[src/rtl/core/assert_macros.svh]
// Assertion macros for the sort-order RTL.
// Each macro assumes a clock named clk_i and an active-low reset named rst_ni in scope.
`ifndef ASSERT_MACROS_SVH
`define ASSERT_MACROS_SVH
`ifndef SYNTHESIS
// Property must hold at every clock edge outside reset.
`define VFK_ASSERT(lbl, prop, msg) \
  lbl: assert property (@(posedge clk_i) disable iff (!rst_ni) (prop)) else $error(msg);
// Expression must never be true at a clock edge outside reset.
`define VFK_NEVER(lbl, expr, msg) \
  lbl: assert property (@(posedge clk_i) disable iff (!rst_ni) !(expr)) else $error(msg);
`else
`define VFK_ASSERT(lbl, prop, msg)
`define VFK_NEVER(lbl, expr, msg)
`endif
`endif

[src/rtl/core/vfkso_pkg.sv]
// Package for the valid-first key sort order unit.
// Holds default sizes, field widths, the controller state type and the command/status structs.
`default_nettype none

package vfkso_pkg;

  // Default configuration.
  localparam int ENTRIES_DEF  = 32;
  localparam int KEY_BITS_DEF = 8;

  // Fixed field widths of the ports.
  localparam int IN_KEY_W  = 8;
  localparam int OUT_IDX_W = 5;

  typedef enum logic [2:0] {
    ST_LOAD,
    ST_START,
    ST_PRIME,
    ST_RUN,
    ST_TAIL,
    ST_EMIT_RD,
    ST_EMIT_WR
  } ctrl_state_e;

  // Commands from the controller to the datapath.
  typedef struct packed {
    logic load_wr;     // write the transferred entry at the load position
    logic pass_start;  // first pass: set the pass limit and read slot zero
    logic prime;       // take slot zero as the carried record
    logic run;         // one compare-and-write step of a pass
    logic tail;        // write the carried record at the pass limit
    logic emit_rd;     // read the slot at the emit position
    logic emit_wr;     // load the output register from the read data
  } cmd_t;

  // Status from the datapath to the controller.
  typedef struct packed {
    logic cnt_last;     // load/emit position is the last slot
    logic last_cmp;     // current step is the last compare of the pass
    logic more_passes;  // a swap happened and the next pass still has work
    logic out_free;     // output register can take a new transfer
  } sts_t;

endpackage

`default_nettype wire

[src/rtl/core/valid_first_key_sort_order_unit.sv]
// Top level of the valid-first key sort order unit.
// Depends on vfkso_pkg, vfkso_ctrl and vfkso_dp (which holds vfkso_ram).
//
//   channel   direction  signals                                      transfer when
//   input     in         in_valid_i, in_stall_o, entry_active_i/key   valid high, stall low
//   output    out        out_valid_o, out_stall_i, sorted_*/last_*    valid high, stall low
//
// Each input transfer loads one entry. The transfer that loads the last entry starts a
// sort over a record RAM: each bubble pass streams the RAM through one read port, with
// at most ENTRIES - 1 passes and an exit after the first pass without a swap. Emission
// then reads each result and loads it into the output register. Reset clears only
// control state; the RAM needs no clearing since every sort follows a full load. A
// stalled output only delays emission.
`default_nettype none

module valid_first_key_sort_order_unit import vfkso_pkg::*; #(
  parameter int ENTRIES  = ENTRIES_DEF,
  parameter int KEY_BITS = KEY_BITS_DEF
) (
  input  wire logic                 clk_i,
  input  wire logic                 rst_ni,
  // Entry input channel.
  input  wire logic                 in_valid_i,
  output logic                      in_stall_o,
  input  wire logic                 entry_active_i,
  input  wire logic [IN_KEY_W-1:0]  entry_key_i,
  // Sorted index output channel.
  output logic                      out_valid_o,
  input  wire logic                 out_stall_i,
  output logic      [OUT_IDX_W-1:0] sorted_index_o,
  output logic                      sorted_active_o,
  output logic                      last_of_run_o
);

  cmd_t cmd;
  sts_t sts;

  // The controller sequences load, sort passes and emission; it only accepts
  // entries while in its load state.
  vfkso_ctrl u_ctrl (
    .clk_i      (clk_i),
    .rst_ni     (rst_ni),
    .in_valid_i (in_valid_i),
    .in_stall_o (in_stall_o),
    .sts_i      (sts),
    .cmd_o      (cmd)
  );

  // The datapath keeps {rank, index} records in a RAM, so the permutation and the
  // keys move together and one read per step is enough to bubble a pass.
  vfkso_dp #(
    .ENTRIES  (ENTRIES),
    .KEY_BITS (KEY_BITS)
  ) u_dp (
    .clk_i           (clk_i),
    .rst_ni          (rst_ni),
    .cmd_i           (cmd),
    .sts_o           (sts),
    .entry_active_i  (entry_active_i),
    .entry_key_i     (entry_key_i),
    .out_valid_o     (out_valid_o),
    .out_stall_i     (out_stall_i),
    .sorted_index_o  (sorted_index_o),
    .sorted_active_o (sorted_active_o),
    .last_of_run_o   (last_of_run_o)
  );

endmodule

`default_nettype wire

[src/rtl/core/vfkso_ram.sv]
// Generic simple dual-port RAM with a registered read port.
// No dependencies.
`default_nettype none

module vfkso_ram #(
  parameter int WIDTH = 8,
  parameter int DEPTH = 32,
  localparam int AddrW = (DEPTH > 1) ? $clog2(DEPTH) : 1
) (
  input  wire logic             clk_i,
  input  wire logic             we_i,
  input  wire logic [AddrW-1:0] waddr_i,
  input  wire logic [WIDTH-1:0] wdata_i,
  input  wire logic             re_i,
  input  wire logic [AddrW-1:0] raddr_i,
  output logic      [WIDTH-1:0] rdata_o
);

  logic [WIDTH-1:0] mem_q [DEPTH];
  logic [WIDTH-1:0] rdata_q;

  always_ff @(posedge clk_i) begin
    if (we_i) begin
      mem_q[waddr_i] <= wdata_i;
    end
    if (re_i) begin
      rdata_q <= mem_q[raddr_i];
    end
  end

  assign rdata_o = rdata_q;

endmodule

`default_nettype wire

[src/rtl/core/vfkso_ctrl.sv]
// Controller state machine for the sort order unit: load, sort passes, emit.
// Depends on vfkso_pkg for the state type and the command/status structs.
`default_nettype none

module vfkso_ctrl import vfkso_pkg::*; (
  input  wire logic clk_i,
  input  wire logic rst_ni,
  input  wire logic in_valid_i,
  output logic      in_stall_o,
  input  wire sts_t sts_i,
  output cmd_t      cmd_o
);

  ctrl_state_e state_q, state_d;

  always_ff @(posedge clk_i or negedge rst_ni) begin
    if (!rst_ni) begin
      state_q <= ST_LOAD;
    end else begin
      state_q <= state_d;
    end
  end

  always_comb begin
    state_d    = state_q;
    cmd_o      = '0;
    in_stall_o = 1'b1;
    case (state_q)
      ST_LOAD: begin
        in_stall_o = 1'b0;
        if (in_valid_i) begin
          cmd_o.load_wr = 1'b1;
          if (sts_i.cnt_last) begin
            state_d = ST_START;
          end
        end
      end
      ST_START: begin
        cmd_o.pass_start = 1'b1;
        state_d          = ST_PRIME;
      end
      ST_PRIME: begin
        cmd_o.prime = 1'b1;
        state_d     = ST_RUN;
      end
      ST_RUN: begin
        cmd_o.run = 1'b1;
        if (sts_i.last_cmp) begin
          state_d = ST_TAIL;
        end
      end
      ST_TAIL: begin
        cmd_o.tail = 1'b1;
        state_d    = sts_i.more_passes ? ST_PRIME : ST_EMIT_RD;
      end
      ST_EMIT_RD: begin
        cmd_o.emit_rd = 1'b1;
        state_d       = ST_EMIT_WR;
      end
      ST_EMIT_WR: begin
        if (sts_i.out_free) begin
          cmd_o.emit_wr = 1'b1;
          state_d       = sts_i.cnt_last ? ST_LOAD : ST_EMIT_RD;
        end
      end
      default: begin
        state_d = ST_LOAD;
      end
    endcase
  end

endmodule

`default_nettype wire

[src/rtl/core/vfkso_dp.sv]
// Datapath of the sort order unit: record RAM, pass counters, carried record, output register.
// Depends on vfkso_pkg, vfkso_ram and assert_macros.svh.
`default_nettype none
`include "assert_macros.svh"

module vfkso_dp import vfkso_pkg::*; #(
  parameter int ENTRIES  = ENTRIES_DEF,
  parameter int KEY_BITS = KEY_BITS_DEF
) (
  input  wire logic                 clk_i,
  input  wire logic                 rst_ni,
  input  wire cmd_t                 cmd_i,
  output sts_t                      sts_o,
  input  wire logic                 entry_active_i,
  input  wire logic [IN_KEY_W-1:0]  entry_key_i,
  output logic                      out_valid_o,
  input  wire logic                 out_stall_i,
  output logic      [OUT_IDX_W-1:0] sorted_index_o,
  output logic                      sorted_active_o,
  output logic                      last_of_run_o
);

  localparam int IdxW  = $clog2(ENTRIES);
  localparam int SkeyW = (KEY_BITS < IN_KEY_W) ? KEY_BITS : IN_KEY_W;
  // Rank is {inactive, key or zero}; a record is {rank, load index}.
  localparam int RankW = SkeyW + 1;
  localparam int RecW  = RankW + IdxW;
  localparam logic [IdxW-1:0] LastIdx = IdxW'(ENTRIES - 1);
  localparam logic [IdxW-1:0] OneIdx  = IdxW'(1);

  logic [IdxW-1:0] cnt_q, cnt_d;
  logic [IdxW-1:0] lim_q, lim_d;
  logic [IdxW-1:0] rd_ptr_q, rd_ptr_d;
  logic [IdxW-1:0] wr_ptr_q, wr_ptr_d;
  logic            swapped_q, swapped_d;
  logic [RecW-1:0] carry_q, carry_d;
  logic            out_valid_q, out_valid_d;
  logic [OUT_IDX_W-1:0] out_idx_q;
  logic            out_act_q;
  logic            out_last_q;

  logic            we;
  logic [IdxW-1:0] waddr;
  logic [RecW-1:0] wdata;
  logic            re;
  logic [IdxW-1:0] raddr;
  logic [RecW-1:0] rdata;

  logic [RecW-1:0]      load_rec;
  logic [IdxW-1:0]      lim_m1;
  logic                 last_cmp;
  logic                 more_passes;
  logic                 do_swap;
  logic                 out_free;
  logic [OUT_IDX_W-1:0] rd_idx;

  vfkso_ram #(
    .WIDTH (RecW),
    .DEPTH (ENTRIES)
  ) u_order_ram (
    .clk_i   (clk_i),
    .we_i    (we),
    .waddr_i (waddr),
    .wdata_i (wdata),
    .re_i    (re),
    .raddr_i (raddr),
    .rdata_o (rdata)
  );

  assign load_rec = {~entry_active_i,
                     entry_active_i ? entry_key_i[SkeyW-1:0] : {SkeyW{1'b0}},
                     cnt_q};

  assign lim_m1      = lim_q - 1'b1;
  assign last_cmp    = (wr_ptr_q == lim_m1);
  assign more_passes = swapped_q && (lim_q != OneIdx);
  // Swap only on a strictly greater rank, which keeps the order stable.
  assign do_swap     = (carry_q[RecW-1 -: RankW] > rdata[RecW-1 -: RankW]);
  assign out_free    = !out_valid_q || !out_stall_i;

  generate
    if (IdxW >= OUT_IDX_W) begin : g_idx_trunc
      assign rd_idx = rdata[OUT_IDX_W-1:0];
    end else begin : g_idx_ext
      assign rd_idx = {{(OUT_IDX_W - IdxW){1'b0}}, rdata[IdxW-1:0]};
    end
  endgenerate

  // RAM ports.
  always_comb begin
    we    = 1'b0;
    waddr = cnt_q;
    wdata = load_rec;
    if (cmd_i.load_wr) begin
      we = 1'b1;
    end else if (cmd_i.run) begin
      we    = 1'b1;
      waddr = wr_ptr_q;
      wdata = do_swap ? rdata : carry_q;
    end else if (cmd_i.tail) begin
      we    = 1'b1;
      waddr = lim_q;
      wdata = carry_q;
    end

    re    = 1'b0;
    raddr = rd_ptr_q;
    if (cmd_i.pass_start || (cmd_i.tail && more_passes)) begin
      re    = 1'b1;
      raddr = '0;
    end else if (cmd_i.prime) begin
      re = 1'b1;
    end else if (cmd_i.run) begin
      re = !last_cmp;
    end else if (cmd_i.emit_rd) begin
      re    = 1'b1;
      raddr = cnt_q;
    end
  end

  // Counters and pass state.
  always_comb begin
    cnt_d     = cnt_q;
    lim_d     = lim_q;
    rd_ptr_d  = rd_ptr_q;
    wr_ptr_d  = wr_ptr_q;
    swapped_d = swapped_q;
    carry_d   = carry_q;

    if (cmd_i.load_wr || cmd_i.emit_wr) begin
      cnt_d = (cnt_q == LastIdx) ? '0 : cnt_q + 1'b1;
    end
    if (cmd_i.pass_start) begin
      lim_d    = LastIdx;
      rd_ptr_d = OneIdx;
    end
    if (cmd_i.tail && more_passes) begin
      lim_d    = lim_m1;
      rd_ptr_d = OneIdx;
    end
    if (cmd_i.prime) begin
      carry_d   = rdata;
      rd_ptr_d  = rd_ptr_q + 1'b1;
      wr_ptr_d  = '0;
      swapped_d = 1'b0;
    end
    if (cmd_i.run) begin
      rd_ptr_d = rd_ptr_q + 1'b1;
      wr_ptr_d = wr_ptr_q + 1'b1;
      if (do_swap) begin
        swapped_d = 1'b1;
      end else begin
        carry_d = rdata;
      end
    end
  end

  always_comb begin
    out_valid_d = out_valid_q;
    if (cmd_i.emit_wr) begin
      out_valid_d = 1'b1;
    end else if (!out_stall_i) begin
      out_valid_d = 1'b0;
    end
  end

  always_ff @(posedge clk_i or negedge rst_ni) begin
    if (!rst_ni) begin
      cnt_q       <= '0;
      lim_q       <= '0;
      rd_ptr_q    <= '0;
      wr_ptr_q    <= '0;
      swapped_q   <= 1'b0;
      out_valid_q <= 1'b0;
    end else begin
      cnt_q       <= cnt_d;
      lim_q       <= lim_d;
      rd_ptr_q    <= rd_ptr_d;
      wr_ptr_q    <= wr_ptr_d;
      swapped_q   <= swapped_d;
      out_valid_q <= out_valid_d;
    end
  end

  always_ff @(posedge clk_i) begin
    carry_q <= carry_d;
    if (cmd_i.emit_wr) begin
      out_idx_q  <= rd_idx;
      out_act_q  <= ~rdata[RecW-1];
      out_last_q <= (cnt_q == LastIdx);
    end
  end

  assign sts_o.cnt_last    = (cnt_q == LastIdx);
  assign sts_o.last_cmp    = last_cmp;
  assign sts_o.more_passes = more_passes;
  assign sts_o.out_free    = out_free;

  assign out_valid_o     = out_valid_q;
  assign sorted_index_o  = out_idx_q;
  assign sorted_active_o = out_act_q;
  assign last_of_run_o   = out_last_q;

  `VFK_ASSERT(a_emit_into_free, cmd_i.emit_wr |-> out_free, "emit into a held output")
  `VFK_ASSERT(a_run_in_bound, cmd_i.run |-> (wr_ptr_q < lim_q), "pass step beyond limit")
  `VFK_ASSERT(a_pass_shrinks, (cmd_i.tail && more_passes) |=> (lim_q == $past(lim_m1)),
              "pass limit did not shrink by one")
  `VFK_NEVER(a_one_cmd, (cmd_i.load_wr || cmd_i.emit_wr) && (cmd_i.run || cmd_i.tail),
             "load or emit during a sort pass")

endmodule

`default_nettype wire
[config.mk]
export PLATFORM = sky130hd
export DESIGN_NAME = valid_first_key_sort_order_unit
export DESIGN_NICKNAME = d
export VERILOG_FILES = /design/src/rtl/core/vfkso_pkg.sv /design/src/rtl/core/valid_first_key_sort_order_unit.sv /design/src/rtl/core/vfkso_ram.sv /design/src/rtl/core/vfkso_ctrl.sv /design/src/rtl/core/vfkso_dp.sv
export VERILOG_INCLUDE_DIRS = /design/src /design/src/rtl/core
export SDC_FILE = /design/constraint.sdc
export NUM_CORES = 1
export LEC_CHECK = 0
export BUFFER_PORTS_ARGS = -buffer_cell sky130_fd_sc_hd__buf_4
export CAP_MARGIN = 20
export CORE_MARGIN = 2
export CORE_UTILIZATION = 68
export DETAILED_ROUTE_END_ITERATION = 12
export PLACE_DENSITY = 0.85
export SYNTH_ARGS = -nofsm -noshare
export SYNTH_HDL_FRONTEND = slang
export SYNTH_HIERARCHICAL = 1
export SYNTH_SLANG_ARGS = --single-unit
[constraint.sdc]
create_clock -name clk_i -period 5.9 [get_ports clk_i]
set_input_delay 0.59 -clock clk_i [delete_from_list [all_inputs] [get_ports clk_i]]
set_output_delay 0.59 -clock clk_i [all_outputs]
set_load 0.01 [all_outputs]
### Yosys cells after proc, flatten, opt, wreduce, memory -nomap -nowiden

Memories as Yosys holds them, arrays and structs flattened. A register that Yosys moved wholly into a read port is not among the register bits.
Cells that the tools add are included.

* memories: 1
* output and inout bits: 9
* RAM bits: 448
* word-level logic and storage cells: 101
* bits in registers: 46
* input bits: 13

Memories
* u_dp.u_order_ram.mem_q: words 32, bits a word 14, rd ports 1, clocked after Yosys merged registers in 1, write ports 1, line vfkso_ram.sv:19 `logic [WIDTH-1:0] mem_q [DEPTH];`

* eq/ne operators: 14
* reductions and logical operators: 13
* order comparisons: 1
* add/subtract/negate cells: 4
* bitwise operators: 2
* multiplexer cells: 55

Operators by type and width (number)
* $mux 14: 7
* $mux 5: 16
* $mux 1: 24
* $pmux 3 s7: 1
* $mux 3: 6
* $add 5x1->5 const B: 3
* $eq 3x3->1 const B: 3
* $gt 9x9->1: 1
* $mux 8: 1
* $ne 2x1->1 const B: 4
* $eq 3x2->1 const B: 2
* $eq 5x5->1: 1
* $eq 5x5->1 const B: 1
* $ne 5x1->1 const B: 1
* $sub 5x1->5 const B: 1
* $reduce_and 4->1: 1
* $reduce_bool 2->1: 2
* $reduce_bool 4->1: 1
* $eq 3x1->1 const B: 1
* $logic_not 1->1: 3
* $logic_not 3->1: 1
* $logic_or 1x1->1: 3
* $logic_and 1x1->1: 2
* $ne 2x2->1 const B: 1
* $not 1->1: 2

### Logic depth before layout (Yosys ltp)

Gate-level depths: netlist of the first run.

* depth after elaboration: 7
* mapped depth: 16
* gate-level depth less buffers: 11

### Modules after synthesis

The synthesis of the first run kept the hierarchy.

By module, submodules not included
* vfkso_ram: times used 1, area each 18151.2 um2, cells each 1006, seq. area each 13873.3 um2
* vfkso_dp: times used 1, area each 2927.8 um2, cells each 304, seq. area each 1041.0 um2
* vfkso_ctrl: times used 1, area each 300.3 um2, cells each 36, seq. area each 75.1 um2

### Worst setup path before layout of the first run

OpenSTA, ideal clock, no wires.

* path kind: flip-flop to flip-flop
* from: register u_ctrl.state_q[2]
* to: memory u_dp/u_order_ram/mem_q[10][0] in the netlist's numbering (enable)
* arrival time: 3196 ps
* library setup time: 384 ps
* data required time: 5516 ps
* clock period less this slack: 3580 ps
* cell stages (with the launch flop): 12
* setup slack: 2320 ps
* path buffers: 3
* cell sequence: dfrtp_1 > buf_2 > nor2b_1 > nor2b_1 > clkbuf_1 > clkbuf_1 > nand2_1 > nor2_1 > a21oi_1 > o21ai_0 > or3b_2 > nor2_1

RTL lines
* start, declared: line vfkso_ctrl.sv:14 `ctrl_state_e state_q, state_d;`
* start signal, assigned: line vfkso_ctrl.sv:20 `state_q <= state_d;`
* end, declared: line vfkso_ram.sv:19

==> impl_metrics.json, run 1 <==
{
  "die_h_um": 181,
  "synth_simple_gate_area_share_pct": 5.82,
  "clock-sinks": 508,
  "critPathLaunch": "u_ctrl/state_q[1]",
  "worst_slew_pin_slew_ns": 1.06,
  "drcViolationCount": 0,
  "hold_path_class": "input pin to register",
  "ys_warn_count": 6,
  "crit_type": "register to register",
  "hold_viol": 0,
  "synth_mux_area_share_pct": 12.2,
  "ir_worst_vdd_uv": 221,
  "cts_made_buffers": 49,
  "finClkSkew_ns": 0.0217,
  "wl_um": 50400,
  "synth_top_family_by_area": "multiplexers",
  "crit_path_start_kind": "register",
  "worst_ep_arrival_time_ns": 4.98,
  "syn_inst": 1346,
  "syn-num-nets": 1374,
  "crit_required_ns": 6.17,
  "n_antenna_cell": 0,
  "r2r_slack_ns": 1.19,
  "place.gp.congestion": 0.877,
  "synth_area_sq_um": 21400,
  "wire_per_inst_um": 27.4,
  "fin_ws_ns": 1.19,
  "min_from": "out_stall_i",
  "drv_slew": 0,
  "clk_latency_ns": 0.56,
  "ys_types": 69,
  "areaGrowthSynthToFinish_pct": 10.7,
  "final_nets": 1435,
  "coreArea_sq_um": 30700,
  "globalRouteOverflowTotal": 0,
  "path_cells": "nand2_1 -> nor2_2 -> buf_4 -> nor2_1 -> and2_1 -> mux2i_1 -> nor2_4 -> buf_4 -> mux2i_1 -> a22o_1 -> nor3_1 -> a31oi_1 -> nand3_1",
  "drtAntennaViolNets": 0,
  "ios": 22,
  "slowest_stage": "nor2_4",
  "grt_pass1_wl_um": 75900,
  "fin_util_pct": 77.0,
  "grt_max_degree": 56,
  "dp_slack_ns": 1.34,
  "setup_viol": 0,
  "stdcell_area_sq_um": 23700,
  "die_w_um": 181,
  "initial_core_util_pct": 69.5,
  "synth_edf_count": 469,
  "fin_crit_sh_pct": 79.8,
  "rsz0062_at_grt": "no",
  "final_period_minus_worst_setup_slack_ns": 4.71,
  "power_mw": 7.03,
  "drtIter0Drc": 1919,
  "cts_tree": "built",
  "power_density_nw_per_um2": 297,
  "ctsResizeCount": 0,
  "finalSetupTns_ns": 0,
  "endpoint_kind": "register",
  "synth_compound_area_share_pct": 7.41,
  "synth_ff_type": "edfxtp_1",
  "firstDrtPassIters": 6,
  "rows": 64,
  "async_reset_ff_share_pct": 4.92,
  "cts-root-buf": "clkbuf_16",
  "slew_headroom_pct": 29.3,
  "antenna_found_initial": 1,
  "yosys_register_bits": 508,
  "synth_fa_ha_area_share_pct": 0.878,
  "postSynthAreaPerCell_sq_um": 15.9,
  "vias_per_cell": 6.90,
  "r2r_cells": 13,
  "port_buffers": 21,
  "hpwl_um": 30500,
  "r2r_end": "u_dp/u_order_ram/rdata_o[8]",
  "dp_cells": 1747,
  "p_leak_nw": 8.48,
  "drv_cap": 0,
  "finalNonFillerCells": 1839,
  "die_area_sq_um": 32900,
  "status": "finished, final reports clean",
  "max_stage_delay_ns": 0.82,
  "endpoint": "u_dp/u_order_ram/rdata_o[8]",
  "drive_gt1_share_pct": 14.4,
  "synth_xor_area_share_pct": 0.369,
  "cts.clk_slew.worst_paths_ns": 0.06,
  "cts_max_level": 2,
  "clockBufferDepth": 3,
  "placedInstanceArea_sq_um": 22100,
  "dr_total_vias": 12700,
  "grt_pass1_vias": 12400,
  "reg2reg_from": "u_ctrl/state_q[1]",
  "critPathMaxFanout": 35,
  "grt.total_usage_pct": 31.0,
  "fin_hold_ws_ns": 0.379,
  "synth-seq-area-share_pct": 70.1,
  "max_clock_freq_mhz": 212
}
[how the worst min path moves through the flow]
stage                              to  slack, ns  depth (start not counted)
floorplan           u_ctrl/state_q[0]       0.29                          0
finish               u_dp/out_valid_o       0.38                          3
global placement     u_dp/rd_ptr_q[3]       0.50                          1
CTS                  u_dp/out_valid_o       0.36                          3
detailed placement   u_dp/rd_ptr_q[3]       0.50                          1
global route         u_dp/out_valid_o       0.42                          3
[synth_stat cells, drive strengths merged, types with 11 or more instances]
master | count | area, sq um
nor3 | 18 | 101
mux2i | 233 | 2330
a21oi | 48 | 252
ha | 15 | 188
dfxtp | 14 | 280
a22o | 32 | 280
a22oi | 56 | 420
clkbuf | 19 | 71.3
nor2 | 58 | 218
nand3 | 37 | 185
nand4 | 16 | 115
buf | 62 | 552
edfxtp | 469 | 14100
o21ai | 15 | 75.1
nand2 | 59 | 221
nand2b | 11 | 68.8
mux2 | 20 | 267
dfrtp | 25 | 626
inv | 19 | 71.3
a31oi | 16 | 100
[layout make-up]
cell class	instances	area, sq um
fillers	1655	7070
multi-input cells	738	5800
clock buffers	61	1270
well taps	396	495
flip-flops and latches	508	15000
inverters	19	71.3
clock inverters	26	269
repair buffers	91	779
[layer usage]
metal  vias up  part of all wire (%)  GRT usage, %
li1       5395                     -             -
met4         2                   4.1          11.9
met5         -                 0.026             0
met2       860                    47          49.1
met1      6270                    37          43.1
met3       160                    12          6.03
[cells in the final DEF (no fill, tap or decap), types with 15 or more instances in the layout]
cell type	count
nand3_1	37
inv_1	19
nand2_1	59
nor2_1	55
nor3_1	17
mux2i_1	233
ha_1	15
buf_4	80
a22o_1	32
a31oi_1	16
a22oi_1	56
nand4_1	15
edfxtp_1	469
clkbuf_16	49
a21oi_1	43
dfrtp_1	25
[critical path, delay by kind of cell (launching register included)]
family | cells | cell delay [ns]
AND/OR/NAND/NOR | 7 | 2.23
AO/OA/AOI/OAI | 2 | 0.49
multiplexers | 2 | 0.52
flip-flops | 1 | 0.54
buffers and inverters | 2 | 0.64
[cell families (layout without fill, tap and decap cells)]
logic type | after synthesis | after routing
flops | 508 | 508
compound gates | 216 | 216
mux | 253 | 253
simple gates | 245 | 245
buf+inv | 100 | 197
fa+ha+maj | 15 | 15
xor+xnor | 9 | 9
[where the power goes]
part           switching, mW  leakage (nW)  internal, mW
logic                 0.0558          3.03        0.0229
registers            0.00460          4.69          3.91
clock network           1.30         0.751          1.75
total                   1.36          8.48          5.68
[sequential cells by signal, summed over array words and instances, names as in the netlist]
| name | flops |
|---|---|
| u_dp/last_of_run_o | 1 |
| u_dp/rd_ptr_q | 5 |
| u_dp/wr_ptr_q | 5 |
| u_dp/u_order_ram/rdata_o | 14 |
| u_dp/sorted_active_o | 1 |
| u_dp/carry_q | 14 |
| u_dp/sorted_index_o | 5 |
| u_dp/cnt_q | 5 |
| u_dp/out_valid_o | 1 |
| u_dp/u_order_ram/mem_q | 448 |
| u_dp/lim_q | 5 |
| u_ctrl/state_q | 3 |
| u_dp/swapped_q | 1 |
[repair_timing]
item	in CTS	in global routing
setup buffers	0	0
hold endpoints to repair	25	0
hold buffers	1	0
No activity file was read; power rests on OpenSTA's default activity.
==> run 2, diff against run 1 <==
--- a/config.mk
+++ b/config.mk
@@ -9,9 +9,9 @@
 export BUFFER_PORTS_ARGS = -buffer_cell sky130_fd_sc_hd__buf_4
 export CAP_MARGIN = 20
 export CORE_MARGIN = 2
-export CORE_UTILIZATION = 68
+export CORE_UTILIZATION = 57
 export DETAILED_ROUTE_END_ITERATION = 12
-export PLACE_DENSITY = 0.85
+export PLACE_DENSITY = 0.76
 export SYNTH_ARGS = -nofsm -noshare
 export SYNTH_HDL_FRONTEND = slang
 export SYNTH_HIERARCHICAL = 1
==> constraint.sdc (replaced) <==
create_clock -name clk_i -period 4.3 [get_ports clk_i]
set_input_delay 0.43 -clock clk_i [delete_from_list [all_inputs] [get_ports clk_i]]
set_output_delay 0.43 -clock clk_i [all_outputs]
set_load 0.01 [all_outputs]
==> impl_metrics.json, run 2 (synthesis gave the netlist of run 1 again) <==
{
  "status": "finished, final reports clean",
  "drtIter0Drc": 1141,
  "p_leak_nw": 8.49,
  "cts.clk_slew.worst_paths_ns": 0.06,
  "hold_viol": 0,
  "clk_latency_ns": 0.59,
  "crit_required_ns": 4.59,
  "final_nets": 1437,
  "port_buffers": 21,
  "largest_reg_flops": 448,
  "die_area_sq_um": 39100,
  "grt_pass1_wl_um": 72700,
  "rows": 70,
  "layout_common_cells": "469 x edfxtp_1, 233 x mux2i_1, 83 x buf_4",
  "setup_viol": 0,
  "drv_slew": 0,
  "critPathLaunch": "u_ctrl/state_q[1]",
  "rsz0062_at_grt": "no",
  "areaGrowthSynthToFinish_pct": 11.2,
  "reg2reg_from": "u_ctrl/state_q[1]",
  "n_antenna_cell": 0,
  "dp_slack_ns": 0.444,
  "hold_path_class": "input pin to register",
  "clock-sinks": 508,
  "drv_cap": 0,
  "vias_per_cell": 6.34,
  "crit_path_start_kind": "register",
  "antenna_found_initial": 0,
  "endpoint_kind": "register",
  "cts_max_level": 2,
  "coreArea_sq_um": 36800,
  "fin_ws_ns": 0.299,
  "cts_made_buffers": 51,
  "finClkSkew_ns": 0.0103,
  "worst_ep_arrival_time_ns": 4.29,
  "wire_per_inst_um": 25.2,
  "drcViolationCount": 0,
  "finalSetupTns_ns": 0,
  "initial_core_util_pct": 58.1,
  "r2r_slack_ns": 0.30,
  "place.gp.congestion": 0.845,
  "die_h_um": 198,
  "fillers": 2534,
  "grt_max_degree": 63,
  "final_period_minus_worst_setup_slack_ns": 4.00,
  "globalRouteOverflowTotal": 0,
  "r2r_cells": 13,
  "regMostFlops": "u_dp/u_order_ram/mem_q",
  "r2r_end": "u_dp/u_order_ram/rdata_o[10]",
  "dr_total_vias": 12100,
  "drtAntennaViolNets": 0,
  "cts-root-buf": "clkbuf_16",
  "drive_gt1_share_pct": 14.2,
  "cts_tree": "built",
  "layout_commonest_cell": "edfxtp_1",
  "ctsResizeCount": 0,
  "wl_um": 48200,
  "worst_slew_pin_slew_ns": 1.16,
  "grt.total_usage_pct": 25.2,
  "crit_type": "register to register",
  "max_clock_freq_mhz": 250,
  "hpwl_um": 29100,
  "power_density_nw_per_um2": 405,
  "slew_headroom_pct": 22.1,
  "firstDrtPassIters": 5,
  "fin_crit_sh_pct": 93.0,
  "ir_worst_vdd_uv": 325,
  "endpoint": "u_dp/u_order_ram/rdata_o[10]",
  "grt_pass1_vias": 12000,
  "die_w_um": 198,
  "critPathMaxFanout": 61,
  "ios": 22,
  "clockBufferDepth": 3
}
## run 2: changes by cell type in the layout (fill, tap and decap cells not counted), sizes merged
cell / previous run / this run
clkinv: 17 / 29
bufinv: 5 / 2
clkinvlp: 2 / 0
clkbuf: 61 / 60
inv: 21 / 20
## run 2: cell type report
cell class | instances | area [sq um] | area share [%]
Sequential cell | 508 | 15000 | 63.1
Multi-Input combinational cell | 738 | 5800 | 24.4
Clock buffer | 60 | 1350 | 5.69
Timing Repair Buffer | 91 | 773 | 3.25
Tap cell | 468 | 586 | 2.46
Clock inverter | 32 | 199 | 0.837
Inverter | 19 | 71.3 | 0.300
## run 2: timing repair
item                      CTS  global route
hold endpoints to repair   25             0
hold buffers                1             0
buffers inserted            0             0
## run 2: how the worst min path moves through the flow
| stage | end | cells after the start | startpoint | slack (ns) |
|---|---|---|---|---|
| CTS | u_dp/out_valid_o | 3 | out_stall_i | 0.16 |
| floorplan | u_ctrl/state_q[0] | 0 | rst_ni | 0.13 |
| detailed placement | u_ctrl/state_q[0] | 1 | rst_ni | 0.36 |
| finish | u_dp/out_valid_o | 3 | out_stall_i | 0.17 |
| global placement | u_ctrl/state_q[2] | 1 | rst_ni | 0.36 |
| global route | u_dp/out_valid_o | 3 | out_stall_i | 0.19 |
## run 2: critical path: stages (launching register included)
cell     delay (ns)
dfrtp_1        0.52
nor3b_1        0.21
buf_4          0.17
nor2_1         0.09
buf_4          0.19
and2_1         0.30
mux2i_1        0.16
nor2_4         0.47
buf_12         0.40
mux2i_1        0.25
a22o_1         0.17
nor3_1         0.06
a31oi_1        0.38
nand3_1        0.18
## run 2: layer usage
layer	up-vias	part of all wire (%)	GRT usage [%]
met5	-	0	0
met2	551	47	40.0
met3	108	8.8	4.99
met4	0	3.9	10.1
met1	6093	40	34.4
li1	5395	-	-
## run 2: per-stage QoR
| step | hold slack [ns] | std cells | total power, mW | cell area [sq um] | util, % |
|---|---|---|---|---|---|
| after floorplan | 0.134 | 1346 | 5.52 | 21400 | - |
| after global placement | 0.356 | 1823 | 5.57 | 22200 | 60.4 |
| after detailed placement | 0.356 | 1823 | 5.57 | 22200 | 60.4 |
| after CTS | 0.162 | 1916 | 9.67 | 23800 | 64.6 |
| after global routing | 0.193 | 1916 | 9.86 | 23800 | 64.6 |
| final | 0.171 | 1916 | 9.62 | 23800 | 64.6 |
## run 2: power by group
| group | internal [mW] | total, mW | switching [mW] |
|---|---|---|---|
| sequential | 5.36 | 5.37 | 0.00588 |
| combinational | 0.0310 | 0.105 | 0.0736 |
| clock | 2.35 | 4.15 | 1.80 |
